--- src/r2h_pkg.sv ---
// Package for the RGB to HSV pixel converter: item types, sector codes and divider steps.
`default_nettype none

package r2h_pkg;

  localparam int ChanW      = 8;
  localparam int HueW       = 9;
  localparam int SatQBits   = 8;
  localparam int HueQBits   = 6;
  localparam int SatNumW    = ChanW + SatQBits;
  localparam int HueNumW    = ChanW + HueQBits;

  localparam int NumDivStages  = 4;
  localparam int StepsPerStage = 2;
  // Front stage, numerator stage, divider stages, output register.
  localparam int NumStages     = NumDivStages + 3;

  localparam logic [HueW-1:0] HueGreenOff = 9'd120;
  localparam logic [HueW-1:0] HueBlueOff  = 9'd240;
  localparam logic [HueW-1:0] HueCircle   = 9'd360;

  typedef enum logic [1:0] {
    SEC_RED,
    SEC_GREEN,
    SEC_BLUE
  } sector_e;

  typedef struct packed {
    logic [ChanW-1:0] red;
    logic [ChanW-1:0] green;
    logic [ChanW-1:0] blue;
  } pixel_t;

  typedef struct packed {
    logic [HueW-1:0]  hue;
    logic [ChanW-1:0] saturation;
    logic [ChanW-1:0] brightness;
  } hsv_t;

  typedef struct packed {
    logic [ChanW-1:0] hi;
    logic [ChanW-1:0] lo;
    sector_e          sector;
    logic             neg;
    logic [ChanW-1:0] abs_diff;
  } front_t;

  typedef struct packed {
    logic [ChanW-1:0]   hi;
    logic [ChanW-1:0]   range;
    sector_e            sector;
    logic               neg;
    logic               grey;
    logic [SatNumW-1:0] sat_acc;
    logic [HueNumW-1:0] hue_acc;
  } div_t;

  // One restoring step. The accumulator holds the partial remainder above the
  // numerator bits still to be consumed; quotient bits shift in at the bottom.
  function automatic logic [SatNumW-1:0] sat_div_step(input logic [SatNumW-1:0] acc,
                                                      input logic [ChanW-1:0] d);
    logic [SatNumW:0] t;
    logic [ChanW:0]   top;
    logic             qb;
    t   = {acc, 1'b0};
    top = t[SatNumW:SatQBits];
    qb  = (top >= {1'b0, d});
    if (qb) begin
      top = top - {1'b0, d};
    end
    return {top[ChanW-1:0], t[SatQBits-1:1], qb};
  endfunction

  function automatic logic [HueNumW-1:0] hue_div_step(input logic [HueNumW-1:0] acc,
                                                      input logic [ChanW-1:0] d);
    logic [HueNumW:0] t;
    logic [ChanW:0]   top;
    logic             qb;
    t   = {acc, 1'b0};
    top = t[HueNumW:HueQBits];
    qb  = (top >= {1'b0, d});
    if (qb) begin
      top = top - {1'b0, d};
    end
    return {top[ChanW-1:0], t[HueQBits-1:1], qb};
  endfunction

endpackage

`default_nettype wire

--- src/rgb_to_hsv_pixel.sv ---
// Pipelined converter from one 8-bit RGB pixel to integer hue, saturation and value.
//
// Channel | Handshake                 | Item
// --------+---------------------------+------------------------------------
// input   | in_valid_i / in_stall_o   | in_pixel_i   (red, green, blue)
// output  | out_valid_o / out_stall_i | out_hsv_o    (hue, saturation, brightness)
//
// One item per cycle is taken unless every stage is full and the output is stalled.
// Two restoring dividers give two quotient bits per stage; hue needs only the first three.
// Reset clears only the stage valid bits; the datapath registers are not reset.
// A stage holds while its successor is full and held, so bubbles are squeezed out
// and a stalled output still lets items enter until every stage is full.
`default_nettype none

module rgb_to_hsv_pixel (
  input  wire logic          clk_i,
  input  wire logic          rst_ni,
  input  wire logic          in_valid_i,
  output logic               in_stall_o,
  input  wire r2h_pkg::pixel_t in_pixel_i,
  output logic               out_valid_o,
  input  wire logic          out_stall_i,
  output r2h_pkg::hsv_t      out_hsv_o
);

  localparam int NS = r2h_pkg::NumStages;
  localparam int ND = r2h_pkg::NumDivStages;

  logic [NS-1:0] vld_q;
  logic [NS-1:0] adv;

  // A stage may load when it is empty or its content moves on.
  always_comb begin
    adv[NS-1] = !vld_q[NS-1] || !out_stall_i;
    for (int k = NS - 2; k >= 0; k--) begin
      adv[k] = !vld_q[k] || adv[k+1];
    end
  end

  always_ff @(posedge clk_i or negedge rst_ni) begin
    if (!rst_ni) begin
      vld_q <= '0;
    end else begin
      if (adv[0]) begin
        vld_q[0] <= in_valid_i;
      end
      for (int k = 1; k < NS; k++) begin
        if (adv[k]) begin
          vld_q[k] <= vld_q[k-1];
        end
      end
    end
  end

  assign in_stall_o  = !adv[0];
  assign out_valid_o = vld_q[NS-1];

  // Front stage: largest and smallest channel, sector and signed difference.
  r2h_pkg::front_t front_d, front_q;

  always_comb begin
    logic [r2h_pkg::ChanW-1:0] r, g, b, a, c;
    logic [r2h_pkg::ChanW:0]   diff;
    r = in_pixel_i.red;
    g = in_pixel_i.green;
    b = in_pixel_i.blue;
    front_d.hi = (r > g) ? r : g;
    if (b > front_d.hi) begin
      front_d.hi = b;
    end
    front_d.lo = (r < g) ? r : g;
    if (b < front_d.lo) begin
      front_d.lo = b;
    end
    // Ties go to red first, then green.
    if (front_d.hi == r) begin
      front_d.sector = r2h_pkg::SEC_RED;
      a = g;
      c = b;
    end else if (front_d.hi == g) begin
      front_d.sector = r2h_pkg::SEC_GREEN;
      a = b;
      c = r;
    end else begin
      front_d.sector = r2h_pkg::SEC_BLUE;
      a = r;
      c = g;
    end
    diff             = {1'b0, a} - {1'b0, c};
    front_d.neg      = diff[r2h_pkg::ChanW];
    front_d.abs_diff = front_d.neg ? (~diff[r2h_pkg::ChanW-1:0] + 8'd1)
                                   : diff[r2h_pkg::ChanW-1:0];
  end

  always_ff @(posedge clk_i) begin
    if (adv[0]) begin
      front_q <= front_d;
    end
  end

  // Numerator stage: range, 255 * range and 60 * |diff| by shifts.
  r2h_pkg::div_t div_q [ND+1];
  r2h_pkg::div_t num_d;

  always_comb begin
    logic [r2h_pkg::ChanW-1:0] rng;
    rng          = front_q.hi - front_q.lo;
    num_d.hi     = front_q.hi;
    num_d.range  = rng;
    num_d.sector = front_q.sector;
    num_d.neg    = front_q.neg;
    num_d.grey   = (rng == '0);
    num_d.sat_acc = {rng, 8'd0} - {8'd0, rng};
    num_d.hue_acc = {front_q.abs_diff, 6'd0} - {4'd0, front_q.abs_diff, 2'd0};
  end

  always_ff @(posedge clk_i) begin
    if (adv[1]) begin
      div_q[0] <= num_d;
    end
  end

  // Divider stages: saturation divides by the largest channel, hue by the range.
  // Both quotients are known to fit, so the top numerator bits seed the remainder.
  for (genvar k = 0; k < ND; k++) begin : g_div
    r2h_pkg::div_t dv_d;

    always_comb begin
      dv_d = div_q[k];
      for (int s = 0; s < r2h_pkg::StepsPerStage; s++) begin
        dv_d.sat_acc = r2h_pkg::sat_div_step(dv_d.sat_acc, dv_d.hi);
        if (k * r2h_pkg::StepsPerStage + s < r2h_pkg::HueQBits) begin
          dv_d.hue_acc = r2h_pkg::hue_div_step(dv_d.hue_acc, dv_d.range);
        end
      end
    end

    always_ff @(posedge clk_i) begin
      if (adv[k+2]) begin
        div_q[k+1] <= dv_d;
      end
    end
  end

  // Output stage: sector offset, sign and wrap. A grey or black pixel gives zero hue and saturation.
  r2h_pkg::hsv_t hsv_d, hsv_q;

  always_comb begin
    r2h_pkg::div_t         dl;
    logic [r2h_pkg::HueW-1:0] q9;
    dl = div_q[ND];
    q9 = {3'd0, dl.hue_acc[r2h_pkg::HueQBits-1:0]};
    case (dl.sector)
      r2h_pkg::SEC_RED: begin
        hsv_d.hue = (dl.neg && (q9 != '0)) ? (r2h_pkg::HueCircle - q9) : q9;
      end
      r2h_pkg::SEC_GREEN: begin
        hsv_d.hue = dl.neg ? (r2h_pkg::HueGreenOff - q9) : (r2h_pkg::HueGreenOff + q9);
      end
      r2h_pkg::SEC_BLUE: begin
        hsv_d.hue = dl.neg ? (r2h_pkg::HueBlueOff - q9) : (r2h_pkg::HueBlueOff + q9);
      end
      default: begin
        hsv_d.hue = '0;
      end
    endcase
    hsv_d.saturation = dl.sat_acc[r2h_pkg::SatQBits-1:0];
    hsv_d.brightness = dl.hi;
    if (dl.grey) begin
      hsv_d.hue        = '0;
      hsv_d.saturation = '0;
    end
  end

  always_ff @(posedge clk_i) begin
    if (adv[NS-1]) begin
      hsv_q <= hsv_d;
    end
  end

  assign out_hsv_o = hsv_q;

`ifndef ASSERT_OFF
  // Input is held back only when no stage has room.
  assert property (@(posedge clk_i) disable iff (!rst_ni) in_stall_o |-> (&vld_q))
    else $error("input stalled while a pipeline stage is empty");

  assert property (@(posedge clk_i) disable iff (!rst_ni)
                   out_valid_o |-> (out_hsv_o.hue < r2h_pkg::HueCircle))
    else $error("hue out of range");

  // Zero saturation means a grey pixel, which must have zero hue.
  assert property (@(posedge clk_i) disable iff (!rst_ni)
                   out_valid_o && (out_hsv_o.saturation == '0) |-> (out_hsv_o.hue == '0))
    else $error("grey pixel with nonzero hue");

  assert property (@(posedge clk_i) disable iff (!rst_ni)
                   out_valid_o && (out_hsv_o.brightness == '0)
                   |-> (out_hsv_o.saturation == '0))
    else $error("black pixel with nonzero saturation");
`endif

endmodule

`default_nettype wire

--- config.mk ---
export PLATFORM = sky130hd
export DESIGN_NAME = rgb_to_hsv_pixel
export DESIGN_NICKNAME = d
export VERILOG_FILES = /design/src/r2h_pkg.sv /design/src/rgb_to_hsv_pixel.sv
export SDC_FILE = /design/constraint.sdc
export NUM_CORES = 1
export LEC_CHECK = 0
export BUFFER_PORTS_ARGS = -buffer_cell sky130_fd_sc_hd__buf_4
export CORE_MARGIN = 4
export CORE_UTILIZATION = 50
export CTS_CLUSTER_DIAMETER = 50
export DETAILED_ROUTE_END_ITERATION = 10
export PLACE_DENSITY = 0.74
export SETUP_SLACK_MARGIN = 0.3
export SLEW_MARGIN = 5
export SYNTH_ARGS = -nofsm -noshare
export SYNTH_HDL_FRONTEND = slang
export SYNTH_SLANG_ARGS = --single-unit
export TNS_END_PERCENT = 5
--- constraint.sdc ---
create_clock -name clk_i -period 4.3 [get_ports clk_i]
set_clock_uncertainty 0.05 [all_clocks]
set_input_delay 0.43 -clock clk_i [delete_from_list [all_inputs] [get_ports clk_i]]
set_output_delay 0.43 -clock clk_i [all_outputs]
set_load 0.1 [all_outputs]
# Yosys cells after proc, flatten, opt, wreduce, memory -nomap -nowiden
# Memories as Yosys holds them, arrays and structs flattened.
# Index checks and enable logic that the tools add are counted.
[classes]
muxes = 38
bitwise_logic = 1
n_addsub = 24
order_cmp = 18
n_eq_ne = 4
n_reduce_logical = 20
[op_table]
columns = ["op", "n"]
rows = [
  ["8-bit two-way mux", 23],
  ["9-bit by 8-bit greater-or-equal comparator with 1-bit output", 14],
  ["8-bit subtractor", 15],
  ["9-bit two-way mux", 3],
  ["9-bit case mux with 3 select lines", 1],
  ["8-bit == test", 2],
  ["8-bit > comparator", 2],
  ["8-bit < comparator", 2],
  ["16-bit by 8-bit subtractor with 16-bit output", 1],
  ["14-bit by 10-bit subtractor with 14-bit output", 1],
  ["1-bit two-way mux", 10],
  ["8-bit by 6-bit adder with 9-bit output, first input constant", 1],
  ["1-bit zero test", 9],
  ["8-bit by 6-bit subtractor with 9-bit output, first input constant", 1],
  ["8-bit by 8-bit subtractor with 9-bit output", 1],
  ["9-bit by 6-bit subtractor with 9-bit output, first input constant", 1],
  ["7-bit by 6-bit adder with 8-bit output, first input constant", 1],
  ["8-bit by 1-bit adder with 8-bit output, second input constant", 1],
  ["8-bit zero test", 1],
  ["8-bit NOT", 1],
  ["7-bit by 6-bit subtractor with 8-bit output, first input constant", 1],
  ["1-bit logical OR", 7],
  ["6-bit nonzero test", 1],
  ["2-bit by 1-bit == test with 1-bit output, second input constant", 1],
  ["other kinds (4)", 4],
]
[totals]
mem_bits_rw = 250
reg_bits = 59
wordCells = 121
mem_count = 1
[mem_list]
columns = ["memory", "depth", "width", "read_ports", "rd_ports_with_merged_regs", "write_ports", "line", "source"]
rows = [
  ["div_q", 5, 50, 5, 0, 5, "rgb_to_hsv_pixel.sv:102", "r2h_pkg::div_t div_q [ND+1];"],
]

# Logic depth before layout (Yosys ltp)
[logic_depth]
word_depth = 11
mapped_depth = 32

# Worst setup path after synthesis
# Ideal clock, no wire load.
[synth_timing]
path_type = "in2reg"
start = "input port in_pixel_i[12] (netlist bit)"
end = "register front_q[7] (netlist bit) (data pin)"
required_time_ns = 3.981
arrival_ns = 6.305
cell_stages = 27
n_path_buf = 4
setup_slack_ns = -2.324
cell_sequence = "clkbuf_1 > inv_1 > ha_1 > nand4_1 > nor2_1 > nor2b_1 > clkbuf_1 > nor2_4 > mux2i_1 > ha_1 > and3_4 > a221o_1 > a22o_1 > buf_6 > a221oi_2 > o22ai_1 > nor4_2 > buf_4 > mux2_2 > fa_1 > nor2b_1 > o21ai_0 > a21boi_0 > nor2_1 > or3_1 > o311ai_0 > xnor2_1"
[synth_lines]
columns = ["item", "line", "source"]
rows = [
  ["start, declared", "rgb_to_hsv_pixel.sv:20", "input wire r2h_pkg::pixel_t in_pixel_i,"],
  ["end signal, assigned", "rgb_to_hsv_pixel.sv:97", "front_q <= front_d;"],
  ["end, declared", "rgb_to_hsv_pixel.sv:59", "r2h_pkg::front_t front_d, front_q;"],
]

==> out/results.txt <==
Number of synthesized flops with an enable pin -> 253
Syn Area/Cell -> 11.4 um^2
Final setup vio count -> 42
Critical Path Fanout Max -> 5
Htree depth -> 1
Clock sinks -> 260
F_max -> 173 MHz
First drt pass iteration count -> 5
Vias in the first global route -> 12,500
Starting density of the core -> 51.1%
Fillers -> 2,485
GRT Total Usage -> 19.4%
Max incr delay on CP -> 0.34 ns
Row count -> 66
Post-synth ARST share -> 2.69%
Synth Area in Compound Gates -> 11.3%
Critical path required time -> 4.51 ns
Cells on worst reg2reg path -> 20
Worst Path Buf+Inv -> 9
Full die area -> 36,600 um^2
Failing checks -> setup timing
Critical path capture point type -> flop
DRC -> 0
Top FF cell, synth -> edfxtp_1
Max-capacitance violation count -> 0
Final Max Slew Viols -> 0
Global placement routability congestion -> 0.922
Register Area -> 7770 um^2
Slew @ Worst Pin -> 1.08 ns
Num CTS Buffers -> 26
Synth Area in Adders -> 14.3%
Critical path arrival -> 6.00 ns
Crit share post-route -> 135%
CTS tree -> yes
#FFs+latches synth -> 260
WHS Path Cells -> 2
Crit path max-delay family -> compound AO/OA/AOI/OAI gates
Antenna violations before repair -> 0
Core Footprint -> 32,900 um^2
Die W -> 191 um
Met2 WL -> 18.6 mm
Hold Path Class -> primary input to flop
Routed Antenna Nets -> 0
Register area share after synthesis -> 46.3%
Via count -> 11,900
Ys Warns -> 0
Post-synthesis xor/xnor area fraction -> 5.01%
M1 WL -> 14.3 mm
Final WL -> 35.3 mm
Fraction of layout cells with a size suffix above 1 -> 30.4%
First-pass GRT wire length -> 59.1 mm
Worst Setup Start Kind -> primary input
GRT Residual Overflow -> 0
Detail Placement HPWL -> 26.9 mm
Unrepaired setup endpoints after global routing -> yes
DIE HEIGHT -> 191 um
Vias/cell -> 5.35
Root buffer cell -> clkbuf_16
Post-synthesis cell area -> 16,800 um^2
Slew margin rel. -> 28.0%
Bufs on Longest Clock Path -> 3
Dpl ws -> -2.13 ns
Worst skew pair latency -> 0.53 ns
Synth cell types -> 72
Cell count after synthesis -> 1,469
Run status -> finished with violations
WP depth -> 32
Minimum clock period -> 5.79 ns
Area of the multi-input gates -> 8770 um^2
Setup ws final -> -1.49 ns
Area Growth Syn to Fin -> 24.9%
Post-synthesis mux area share -> 9.27%
CP most frequent cell -> buf_4
Syn_nets -> 1,680
Main combinational cell family by area after synthesis -> adder cells
Nets -> 1,979
Highest routed layer -> met4
Final hold vios -> 0
Critical path type -> primary input to flop
Antenna diodes -> 0
Synth Area in Simple Gates -> 9.10%
DR WL/cell -> 15.8 um
Clk slew on worst S/H paths -> 0.06 ns
PortBufs -> 54
First DRT Iteration DRCs -> 567
Largest net degree at the start of global routing -> 49
Routed met3 length -> 1.27 mm
# IOs -> 55
Crit path max-delay cell type -> a221o_1
synth_stat cells, types with 3 or more instances:
cell / instances / share of area, %
or2_2: 18 / 0.67
nor2b_1: 36 / 1.3
a21oi_1: 89 / 2.7
nand2b_1: 11 / 0.41
buf_4: 3 / 0.13
or3_1: 7 / 0.26
mux2i_1: 59 / 3.5
inv_1: 181 / 4.0
a21o_1: 26 / 1.2
nor2_1: 83 / 1.9
a21boi_0: 21 / 0.94
nand2_1: 47 / 1.1
o21ai_1: 4 / 0.12
nand3_1: 16 / 0.48
o41ai_4: 4 / 0.66
dfrtp_1: 7 / 1.0
fa_1: 14 / 1.7
mux2_1: 5 / 0.34
xor2_1: 35 / 1.8
a31oi_1: 3 / 0.11
edfxtp_1: 253 / 45
o31ai_1: 4 / 0.18
a311o_1: 5 / 0.30
nand3b_1: 6 / 0.27
and3_1: 9 / 0.34
clkbuf_1: 16 / 0.36
nor3b_1: 6 / 0.27
xnor2_1: 61 / 3.2
o22ai_1: 5 / 0.19
and2_1: 5 / 0.19
nor3_1: 20 / 0.60
o21ai_0: 74 / 2.2
a221oi_1: 5 / 0.26
o21bai_1: 5 / 0.22
mux2_2: 78 / 5.2
o211ai_1: 3 / 0.13
o21a_1: 13 / 0.58
ha_1: 169 / 13
nand4_1: 22 / 0.82
through the flow:
step	utilization [%]	cells	cell area, um^2	hold WS [ns]	TNS [ns]
floorplan	-	1469	16900	0.0844	-28.99
global placement	59.0	2160	19400	0.204	-34.97
detailed placement	59.0	2160	19400	0.209	-40.94
CTS	62.9	2220	20700	0.0820	-18.87
global route	63.8	2228	21000	0.0929	-30.35
finish	63.8	2228	21000	0.106	-14.68
timing repair:
action	in CTS	in global routing
endpoints found under the hold margin	7	0
hold buffers	1	0
pin swaps	45	33
endpoints found under the setup margin	58	58
gates cloned	1	0
setup buffers	12	8
resized for setup	98	71
worst reg2reg max path: stages, from the launching register on:
cell      delay, ns
edfxtp_1       0.41
inv_1          0.09
ha_1           0.23
nor2b_1        0.13
o21ai_1        0.17
a21boi_0       0.16
o21ai_1        0.20
a21boi_1       0.15
o41ai_4        0.31
mux2_2         0.40
inv_1          0.06
ha_1           0.23
nor2b_1        0.14
o21ai_0        0.21
a21boi_0       0.15
o21ai_1        0.17
a21oi_1        0.11
o21a_1         0.19
a311o_2        0.44
buf_4          0.18
mux2i_1        0.12
cell usage in the layout (no fill, tap or decap), drive strengths merged, types with 10 or more instances in the layout:
master  count
nand2b     11
clkinv     10
nand3      16
clkbuf     33
nor2       85
nand4      22
o21a       13
a21oi      89
nand2      48
inv       182
fa         14
mux2       85
edfxtp    253
nor2b      36
or2        18
xor2       35
ha        169
mux2i      59
o21ai      78
xnor2      61
nor3       21
a21boi     22
buf       292
a21o       26
and3       10
cell families (layout without fill, tap and decap cells):
group	count (synthesis)	after routing
mux	144	144
simple gates	296	296
flops	260	260
fa+ha+maj	183	183
compound gates	286	286
xor+xnor	96	96
buf+inv	204	521
per-layer routing:
metal	global-route usage, %	vias to the layer above
li1	-	5913
met1	22.8	5704
met2	36.1	218
met3	2.39	79
met4	7.10	0
met5	0	-
registers in the layout, summed over array words and instances (netlist names):
| name | flops |
|---|---|
| vld_q | 7 |
| div_q | 201 |
| front_q | 27 |
| out_hsv_o | 25 |
path summary, 6_finish.rpt:
kind | from | to | slack (ns)
max in group asynchronous | rst_ni | vld_q[6] | 3.81
worst min register to register | div_q[0][180] | div_q[0][230] | 0.36
min in group asynchronous | rst_ni | vld_q[4] | 0.25
worst max-delay path | in_pixel_i[9] | front_q[6] | -1.49
worst max register to register | div_q[0][143] | div_q[0][172] | -0.25
worst min-delay path | in_valid_i | vld_q[0] | 0.11
cell type report:
cell class / count / area share [%]
Timing Repair Buffer: 294 / 11.3
Sequential cell: 260 / 37.1
Multi-Input combinational cell: 1005 / 41.8
Tap cell: 442 / 2.64
Clock inverter: 14 / 0.507
Clock buffer: 32 / 3.31
Inverter: 181 / 3.32
Power is not shown: default switching activity piles up to over one toggle a cycle in this logic, so the estimate is an artifact.
